==> config.mk <==
export PLATFORM = sky130hd
export DESIGN_NAME = sine_lfo_tremolo
export DESIGN_NICKNAME = d
export VERILOG_FILES = /design/src/rtl/core/stl_pkg.sv /design/src/rtl/core/sine_lfo_tremolo.sv /design/src/rtl/core/stl_sine_rom.sv /design/src/rtl/core/stl_gain.sv /design/src/rtl/core/stl_lane.sv
export SDC_FILE = /design/constraint.sdc
export NUM_CORES = 2
export LEC_CHECK = 0
export BUFFER_PORTS_ARGS = -buffer_cell sky130_fd_sc_hd__buf_2
export CORE_ASPECT_RATIO = 1.2
export CORE_MARGIN = 2
export CORE_UTILIZATION = 65
export CTS_CLUSTER_DIAMETER = 120
export DETAILED_ROUTE_END_ITERATION = 8
export PLACE_DENSITY = 0.83
export RECOVER_POWER = 50
export REMOVE_ABC_BUFFERS = 1
export SLEW_MARGIN = 25
export SYNTH_ARGS = -nofsm -noshare
export SYNTH_HDL_FRONTEND = slang
export SYNTH_SLANG_ARGS = --single-unit
export TNS_END_PERCENT = 10
==> constraint.sdc <==
create_clock -name clk_i -period 20.3 [get_ports clk_i]
set_input_delay 4.06 -clock clk_i [delete_from_list [all_inputs] [get_ports clk_i]]
set_output_delay 4.06 -clock clk_i [all_outputs]
set_load 0.05 [all_outputs]
==> src/rtl/core/stl_pkg.sv <==
`timescale 1ns / 1ps
// ----------------------------------------------------------------------------
// stl_pkg
// shared types and constants of the sine lfo tremolo
// ----------------------------------------------------------------------------
package stl_pkg;

  // channel count and lane order of one frame
  localparam int unsigned CHANNELS = 2;
  localparam int unsigned CH_LEFT  = 0;
  localparam int unsigned CH_RIGHT = 1;

  // configuration port
  localparam int unsigned CFG_IDX_W  = 8;
  localparam int unsigned CFG_DATA_W = 32;
  localparam logic [CFG_IDX_W-1:0] CFG_PHASE_STEP = 8'd0;
  localparam logic [CFG_IDX_W-1:0] CFG_DEPTH      = 8'd1;

  localparam int unsigned PHASE_W = 32;
  localparam int unsigned STEP_W  = 31;
  localparam int unsigned DEPTH_W = 17;
  localparam int unsigned GAIN_W  = 17;
  localparam int unsigned MAG_W   = 15;

  localparam logic [STEP_W-1:0]  STEP_RESET  = 31'd447392;
  localparam logic [DEPTH_W-1:0] DEPTH_RESET = 17'd32768;
  localparam logic [DEPTH_W-1:0] FULL_DEPTH  = 17'd65536;
  localparam logic [MAG_W-1:0]   SINE_PEAK   = 15'd32767;

  // registered sine table read
  typedef struct packed {
    logic             neg;   // lower half of the cycle
    logic             peak;  // an odd quadrant at index zero
    logic [MAG_W-1:0] mag;   // table entry
  } stl_sine_t;

endpackage

==> src/rtl/core/sine_lfo_tremolo.sv <==
`timescale 1ns / 1ps
// ----------------------------------------------------------------------------
// sine_lfo_tremolo
// stereo tremolo: samples scaled by a sine lfo driven gain
// ----------------------------------------------------------------------------
// One stereo word in, one stereo word out. Each frame is scaled by
// gain = 1 - depth * (sin(phase) + 1) / 2 in q1.16, the product shifted right
// 16 bits rounding toward minus infinity; the 32-bit phase then advances by
// phase_step. The sine comes from a quarter-wave q1.15 table with no
// interpolation. On its way to the output register a frame passes the table
// read, registered at the accept edge, then the gain multiply (depth times
// lfo), then the per-channel multiplies. A word is taken only once the last
// result is placed; the output register lets the next word enter while the
// previous result waits, and stalls the pipe only when a finished result
// cannot be placed. Register 0 is phase_step (31 bits), register 1 is
// depth_fraction (17 bits, above 65536 counts as full depth); writes to
// other indexes are dropped. Write configuration only when idle.
// ----------------------------------------------------------------------------
module sine_lfo_tremolo
  import stl_pkg::*;
#(
  parameter int unsigned SAMPLE_BITS     = 24,
  parameter int unsigned SINE_TABLE_BITS = 10
) (
  input  logic                          clk_i,
  input  logic                          rst_ni,
  // configuration write channel
  input  logic                          cfg_valid_i,
  output logic                          cfg_ready_o,
  input  logic [CFG_IDX_W-1:0]          cfg_index_i,
  input  logic [CFG_DATA_W-1:0]         cfg_data_i,
  // input word
  input  logic                          in_valid_i,
  output logic                          in_ready_o,
  input  logic signed [SAMPLE_BITS-1:0] left_sample_i,
  input  logic signed [SAMPLE_BITS-1:0] right_sample_i,
  // output word
  output logic                          out_valid_o,
  input  logic                          out_ready_i,
  output logic signed [SAMPLE_BITS-1:0] left_out_o,
  output logic signed [SAMPLE_BITS-1:0] right_out_o
);

  // sequencer states
  localparam logic [1:0] ST_IDLE = 2'd0;
  localparam logic [1:0] ST_GAIN = 2'd1;
  localparam logic [1:0] ST_MUL  = 2'd2;

  logic [1:0]         state_q, state_d;
  logic [PHASE_W-1:0] phase_q, phase_d;
  logic [STEP_W-1:0]  step_q, step_d;
  logic [DEPTH_W-1:0] depth_q, depth_d;
  logic               out_valid_q, out_valid_d;

  logic in_acc;
  logic cfg_acc;
  logic load_out;

  stl_sine_t         sine;
  logic [GAIN_W-1:0] gain;

  logic signed [SAMPLE_BITS-1:0] samp_q   [CHANNELS];
  logic signed [SAMPLE_BITS-1:0] lane_res [CHANNELS];

  assign in_ready_o  = (state_q == ST_IDLE);
  assign cfg_ready_o = 1'b1;
  assign in_acc      = in_valid_i && in_ready_o;
  assign cfg_acc     = cfg_valid_i && cfg_ready_o;
  // the lanes write the output register once it is free or being drained
  assign load_out    = (state_q == ST_MUL) && (!out_valid_q || out_ready_i);

  // table read follows the live phase; the accept edge captures the frame's
  // sine since the phase only moves on that same edge
  stl_sine_rom #(
    .TBITS (SINE_TABLE_BITS)
  ) u_rom (
    .clk_i   (clk_i),
    .phase_i (phase_q[PHASE_W-1 -: SINE_TABLE_BITS+2]),
    .sine_o  (sine)
  );

  // gain held until the lanes have taken it
  stl_gain u_gain (
    .clk_i   (clk_i),
    .en_i    (state_q == ST_GAIN),
    .sine_i  (sine),
    .depth_i (depth_q),
    .gain_o  (gain)
  );

  // one multiply lane per channel, results merged into the output word
  for (genvar c = 0; c < CHANNELS; c++) begin : g_lane
    stl_lane #(
      .SAMPLE_BITS (SAMPLE_BITS)
    ) u_lane (
      .clk_i    (clk_i),
      .en_i     (load_out),
      .sample_i (samp_q[c]),
      .gain_i   (gain),
      .result_o (lane_res[c])
    );
  end

  assign left_out_o  = lane_res[CH_LEFT];
  assign right_out_o = lane_res[CH_RIGHT];
  assign out_valid_o = out_valid_q;

  // input word capture, no reset needed
  always_ff @(posedge clk_i) begin
    if (in_acc) begin
      samp_q[CH_LEFT]  <= left_sample_i;
      samp_q[CH_RIGHT] <= right_sample_i;
    end
  end

  // sequencer, phase accumulator and output handshake
  always_comb begin
    state_d     = state_q;
    phase_d     = phase_q;
    out_valid_d = out_valid_q;
    if (out_valid_q && out_ready_i) begin
      out_valid_d = 1'b0;
    end
    unique case (state_q)
      ST_IDLE: begin
        if (in_acc) begin
          phase_d = phase_q + PHASE_W'(step_q);
          state_d = ST_GAIN;
        end
      end
      ST_GAIN: begin
        state_d = ST_MUL;
      end
      ST_MUL: begin
        if (load_out) begin
          out_valid_d = 1'b1;
          state_d     = ST_IDLE;
        end
      end
      default: begin
        state_d = ST_IDLE;
      end
    endcase
  end

  // configuration registers, unknown indexes are dropped
  always_comb begin
    step_d  = step_q;
    depth_d = depth_q;
    if (cfg_acc) begin
      if (cfg_index_i == CFG_PHASE_STEP) begin
        step_d = cfg_data_i[STEP_W-1:0];
      end else if (cfg_index_i == CFG_DEPTH) begin
        depth_d = cfg_data_i[DEPTH_W-1:0];
      end
    end
  end

  always_ff @(posedge clk_i or negedge rst_ni) begin
    if (!rst_ni) begin
      state_q     <= ST_IDLE;
      phase_q     <= '0;
      step_q      <= STEP_RESET;
      depth_q     <= DEPTH_RESET;
      out_valid_q <= 1'b0;
    end else begin
      state_q     <= state_d;
      phase_q     <= phase_d;
      step_q      <= step_d;
      depth_q     <= depth_d;
      out_valid_q <= out_valid_d;
    end
  end

endmodule

==> src/rtl/core/stl_sine_rom.sv <==
`timescale 1ns / 1ps
// ----------------------------------------------------------------------------
// stl_sine_rom
// quarter-wave sine table in q1.15 with quadrant folding and registered read
// ----------------------------------------------------------------------------
module stl_sine_rom
  import stl_pkg::*;
#(
  parameter int unsigned TBITS = 10
) (
  input  logic               clk_i,
  input  logic [TBITS+1:0]   phase_i,
  output stl_sine_t          sine_o
);

  localparam int unsigned N = 1 << TBITS;

  // 13th-order taylor series in q30, rounded to q15
  function automatic logic [MAG_W-1:0] quarter_sine(input int unsigned k);
    logic [63:0] x;
    logic [63:0] x2;
    logic [63:0] term;
    logic [63:0] pos;
    logic [63:0] neg;
    logic [63:0] r;
    x    = (64'd1686629713 * 64'(k)) >> TBITS;
    x2   = (x * x) >> 30;
    term = x;
    pos  = x;
    neg  = 64'd0;
    term = ((term * x2) >> 30) / 64'd6;
    neg  = neg + term;
    term = ((term * x2) >> 30) / 64'd20;
    pos  = pos + term;
    term = ((term * x2) >> 30) / 64'd42;
    neg  = neg + term;
    term = ((term * x2) >> 30) / 64'd72;
    pos  = pos + term;
    term = ((term * x2) >> 30) / 64'd110;
    neg  = neg + term;
    term = ((term * x2) >> 30) / 64'd156;
    pos  = pos + term;
    if (neg >= pos) begin
      r = 64'd0;
    end else begin
      r = (pos - neg + 64'd16384) >> 15;
      if (r > 64'(SINE_PEAK)) begin
        r = 64'(SINE_PEAK);
      end
    end
    return r[MAG_W-1:0];
  endfunction

  function automatic logic [N*MAG_W-1:0] build_image();
    logic [N*MAG_W-1:0] img;
    img = '0;
    for (int unsigned k = 0; k < N; k++) begin
      img[k*MAG_W +: MAG_W] = quarter_sine(k);
    end
    return img;
  endfunction

  localparam logic [N*MAG_W-1:0] IMAGE = build_image();

  logic [1:0]       quad;
  logic [TBITS-1:0] idx;
  logic [TBITS-1:0] addr;
  stl_sine_t        sine_q;

  assign quad = phase_i[TBITS+1:TBITS];
  assign idx  = phase_i[TBITS-1:0];
  // mirrored index for the falling quadrants, wraps to zero at the peak
  assign addr = quad[0] ? (~idx + 1'b1) : idx;

  always_ff @(posedge clk_i) begin
    sine_q.neg  <= quad[1];
    sine_q.peak <= quad[0] && (idx == '0);
    sine_q.mag  <= IMAGE[addr*MAG_W +: MAG_W];
  end

  assign sine_o = sine_q;

endmodule

==> src/rtl/core/stl_gain.sv <==
`timescale 1ns / 1ps
// ----------------------------------------------------------------------------
// stl_gain
// lfo value and tremolo gain in q1.16 from the sine read
// ----------------------------------------------------------------------------
module stl_gain
  import stl_pkg::*;
(
  input  logic               clk_i,
  input  logic               en_i,
  input  stl_sine_t          sine_i,
  input  logic [DEPTH_W-1:0] depth_i,
  output logic [GAIN_W-1:0]  gain_o
);

  logic [MAG_W-1:0]   mag;
  logic [15:0]        lfo;
  logic [DEPTH_W-1:0] depth_sat;
  logic [32:0]        prod;
  logic [16:0]        d;
  logic [GAIN_W-1:0]  gain_d;
  logic [GAIN_W-1:0]  gain_q;

  assign mag       = sine_i.peak ? SINE_PEAK : sine_i.mag;
  // (sin + 1) / 2, always inside 1..65535
  assign lfo       = sine_i.neg ? (16'h8000 - 16'(mag)) : (16'h8000 + 16'(mag));
  assign depth_sat = (depth_i > FULL_DEPTH) ? FULL_DEPTH : depth_i;
  assign prod      = 33'(depth_sat) * 33'(lfo) + 33'd32768;
  assign d         = prod[32:16];
  assign gain_d    = FULL_DEPTH - d;

  always_ff @(posedge clk_i) begin
    if (en_i) begin
      gain_q <= gain_d;
    end
  end

  assign gain_o = gain_q;

endmodule

==> src/rtl/core/stl_lane.sv <==
`timescale 1ns / 1ps
// ----------------------------------------------------------------------------
// stl_lane
// one channel: sample times gain, floor shift by 16, registered result
// ----------------------------------------------------------------------------
module stl_lane
  import stl_pkg::*;
#(
  parameter int unsigned SAMPLE_BITS = 24
) (
  input  logic                          clk_i,
  input  logic                          en_i,
  input  logic signed [SAMPLE_BITS-1:0] sample_i,
  input  logic        [GAIN_W-1:0]      gain_i,
  output logic signed [SAMPLE_BITS-1:0] result_o
);

  localparam int unsigned PROD_W = SAMPLE_BITS + GAIN_W + 1;

  logic signed [PROD_W-1:0]      prod;
  logic signed [SAMPLE_BITS-1:0] res_q;

  // gain <= 1.0, so the shifted product always fits the sample width
  assign prod = PROD_W'(sample_i) * $signed({1'b0, gain_i});

  always_ff @(posedge clk_i) begin
    if (en_i) begin
      res_q <= prod[SAMPLE_BITS+15:16];
    end
  end

  assign result_o = res_q;

endmodule

==> out/qor.yml <==
outcome:
  outcome: "complete, but fails checks"
  violations: "DRC, capacitance limit, slew limit"
timing:
  rsz0062_at_grt: "no"
  finalSetupTns_ns: 0
  finalCriticalPeriod_ns: 10.50
  worst_slew_pin_slew_ns: 4.286
  finalHoldViolations: 0
  fin_worst_skew_ns: 0.04969
  setup_viol: 0
  finalMaxSlewViolations: 319
  setup_ws_ns: 9.804
  max_clock_freq_ghz: 0.09528
  finalCritPeriodShare_pct: 51.70
  max_slew_margin_pct: -185.7
drt:
  dr_total_vias: 49389
  ant_nets: 0
  viasPerCell: 6.563
  routed_wl_mm: 194.4
  drtIter0Drc: 5619
  first_pass_iters: 9
  wire_per_inst_um: 25.83
  post-route-drc-count: 17
placed_design:
  dpl-instance-area_um2: 56290
  hpwl_mm: 140.0
  place_congestion: 1.120
  pre_cts_ws_ns: 10.46
  portBuffers: 141
setup_path:
  endpoint_kind: "flop"
  r2r_slack_ns: 9.80
  arrival_ns: 10.90
  critPathMaxFanout: 98
  cp-start-kind: "flop"
  r2r_end: "u_rom.sine_o[2]$_DFF_P_"
  worst-setup-path-type: "flop to flop"
  timing.rr.start: "phase_q[20]$_DFFE_PN0P_"
  reg2reg_depth: 17
  critPathRequiredTime_ns: 20.70
yosys:
  yosysSeqAreaShare_pct: 10.62
  synthCells: 6509
  ys_seq_elements: 213
  synth_xor_area_share_pct: 2.433
  yosys_warnings: 0
  synth-simple-area-share_pct: 16.83
  synth_ff_type: "edfxtp_1"
  synth_top_family_by_area: "adder cells"
  yosys.area_share.adder_pct: 43.89
  synth_edf_count: 113
  synthArstFlopShare_pct: 38.97
  syn_area_um2: 54830
  synth_mux_area_share_pct: 1.454
  postSynthAreaPerCell_um2: 8.423
  ys_types: 104
  synth_compound_area_share_pct: 14.06
floorplan:
  io_pins: 144
  rows: 116
  core_um2: 83460
  die_w_um: 269.1
  initial_utilization_pct: 65.70
  dieArea_um2: 86700
  die_h_um: 322.1
global_route:
  grt.overflow.total: 0
  grt_usage_pct: 45.31
  first_global_vias: 52104
  grt_pass1_wl_mm: 299.5
  grt_max_degree: 148
  antenna_found_initial: 9
cts:
  cts-resized-gates: 0
  post-cts-setup-buffers: 0
  clkSinkCount: 213
  cts_hold_buf: 0
  h-tree-depth: 1
  clockBufferDepth: 3
  root_buffer: "clkbuf_16"
  clk_pin_slew_worst_paths_ns: 0.06
  worstSkewPairLatency_ns: 0.64
  cts_tree: "done"
  cts_buffers: 27
min_path:
  hold_path_end: "u_rom.sine_o[16]$_DFF_P_"
  hp-class: "flop to flop"
  hold_depth: 0
  worstHoldStart: "phase_q[31]$_DFFE_PN0P_"
cells_and_area:
  final_nets: 7808
  num-fill-cells: 6460
  syn_to_final_growth_pct: 4.423
  drive_gt1_share_pct: 6.639
  fin_area_um2: 57250
run:
  maxCapViolations: 6
==> per-layer routing <==
metal  up-vias  track usage [%]  share of wire, %  routed length, um
met5         -          0.05482             0.040                 78
met4        12            34.66               9.7              18850
met3      1217            11.41                12              22420
met2      3490            72.70                46              88610
met1     24053            52.61                33              64400
li1      20617                -                 -                  -
==> how the worst max path moves through the flow <==
stage,end,depth (start not counted),startpoint
after global routing,u_gain.gain_o[16]$_DFFE_PN_,30,u_rom.sine_o[15]$_DFF_P_
final,u_rom.sine_o[2]$_DFF_P_,17,phase_q[20]$_DFFE_PN0P_
after global placement,u_gain.gain_o[16]$_DFFE_PN_,30,u_rom.sine_o[15]$_DFF_P_
after floorplan,u_rom.sine_o[7]$_DFF_P_,15,phase_q[20]$_DFFE_PN0P_
after CTS,u_gain.gain_o[16]$_DFFE_PN_,30,u_rom.sine_o[15]$_DFF_P_
after detailed placement,u_gain.gain_o[16]$_DFFE_PN_,30,u_rom.sine_o[15]$_DFF_P_
==> placed cells by master, fill, tap and decap left out, types with 11 or more instances in the layout <==
cell type | synthesis | final
a211oi_1 | 62 | 61
a21o_1 | 53 | 53
a21oi_1 | 322 | 322
a221oi_1 | 29 | 29
a22oi_1 | 11 | 11
a311oi_1 | 36 | 34
a31oi_1 | 61 | 61
and2_1 | 350 | 350
and3_1 | 15 | 15
buf_2 | 111 | 135
buf_4 | 6 | 108
clkbuf_1 | 273 | 13
clkbuf_16 | 0 | 28
dfrtp_1 | 73 | 73
dfxtp_1 | 17 | 17
edfxtp_1 | 113 | 113
fa_1 | 982 | 982
ha_1 | 352 | 352
inv_1 | 1102 | 1102
mux2_2 | 49 | 49
mux2i_1 | 11 | 11
nand2_1 | 962 | 961
nand2b_1 | 32 | 32
nand3_1 | 83 | 83
nand4_1 | 21 | 21
nor2_1 | 398 | 392
nor2b_1 | 32 | 30
nor3_1 | 86 | 86
nor4_1 | 14 | 14
o2111ai_1 | 16 | 16
o211ai_1 | 75 | 75
o21a_1 | 24 | 24
o21ai_0 | 260 | 258
o21ai_1 | 24 | 26
o221ai_1 | 34 | 34
o22ai_1 | 26 | 26
o311ai_0 | 25 | 23
o31ai_1 | 16 | 15
xnor2_1 | 88 | 84
xor2_1 | 55 | 50
==> critical path, stage by stage (launching register included) <==
cell,delay [ns]
dfrtp_1,0.38
inv_1,0.37
ha_1,0.22
clkbuf_1,1.81
nand2b_1,0.23
o21ai_1,0.41
xnor2_4,0.13
inv_6,0.51
buf_4,0.65
clkbuf_1,2.08
nand2_1,1.21
nand3_1,0.33
o311ai_0,0.29
o21ai_0,0.17
a221oi_1,0.12
a32oi_1,0.22
nand2_1,0.18
a311oi_1,0.77
==> registers in the layout, summed over array words and instances, names as in the netlist <==
name                    cells
g_lane.u_lane.result_o     48
samp_q                     48
phase_q                    32
step_q                     31
depth_q                    17
u_gain.gain_o              17
u_rom.sine_o               17
state_q                     2
out_valid_o                 1
==> cells by family (layout without fill, tap and decap cells) <==
| kind of cell | Yosys count | after routing |
|---|---|---|
| multiplexers | 66 | 66 |
| buffers and inverters | 1519 | 1412 |
| adder cells (fa/ha/maj) | 1334 | 1334 |
| AO/OA/AOI/OAI | 1190 | 1190 |
| XOR/XNOR | 148 | 148 |
| AND/OR/NAND/NOR | 2038 | 2038 |
| other | 1 | 3 |
| flip-flops | 213 | 213 |
==> Yosys cell counts, types with 14 or more instances <==
master	count	area, um^2
a211oi_1	62	465.5
a21o_1	53	397.9
a21oi_1	322	1612
a221oi_1	29	254.0
a311oi_1	36	315.3
a31oi_1	61	381.6
and2_1	350	2190
and3_1	15	93.84
buf_1	23	86.33
buf_2	111	555.5
clkbuf_1	273	1025
dfrtp_1	73	1827
dfxtp_1	17	340.3
edfxtp_1	113	3393
fa_1	982	19660
ha_1	352	4404
inv_1	1102	4136
mux2_2	49	551.8
nand2_1	962	3611
nand2b_1	32	200.2
nand3_1	83	415.4
nand4_1	21	131.4
nor2_1	398	1494
nor2b_1	32	200.2
nor3_1	86	430.4
nor4_1	14	87.58
o2111ai_1	16	140.1
o211ai_1	75	563.0
o21a_1	24	180.2
o21ai_0	260	1301
o21ai_1	24	120.1
o221ai_1	34	297.8
o22ai_1	26	162.7
o311ai_0	25	219.0
o31ai_1	16	120.1
xnor2_1	88	770.7
xor2_1	55	481.7
==> layout make-up <==
class,count,area [um^2],area share (%)
multi-input cells,4777,43350,75.71
flip-flops and latches,213,5823,10.17
inverters,1105,4158,7.262
repair buffers,257,1572,2.745
well taps,1121,1403,2.450
clock buffers,30,709.4,1.239
clock inverters,20,236.5,0.4131
diodes,2,5.005,0.008742
==> stage by stage <==
step	util, %	instances	hold WS, ns
finish	68.60	7525	0.4190
floorplan	-	6095	0.3653
global placement	67.45	7472	0.3875
CTS	68.59	7522	0.4164
detailed placement	67.45	7472	0.3955
global route	68.60	7523	0.4264
Power is left out: the tool's default activity adds up to more than one toggle a clock period on the data nets, which glitch-free logic cannot reach.
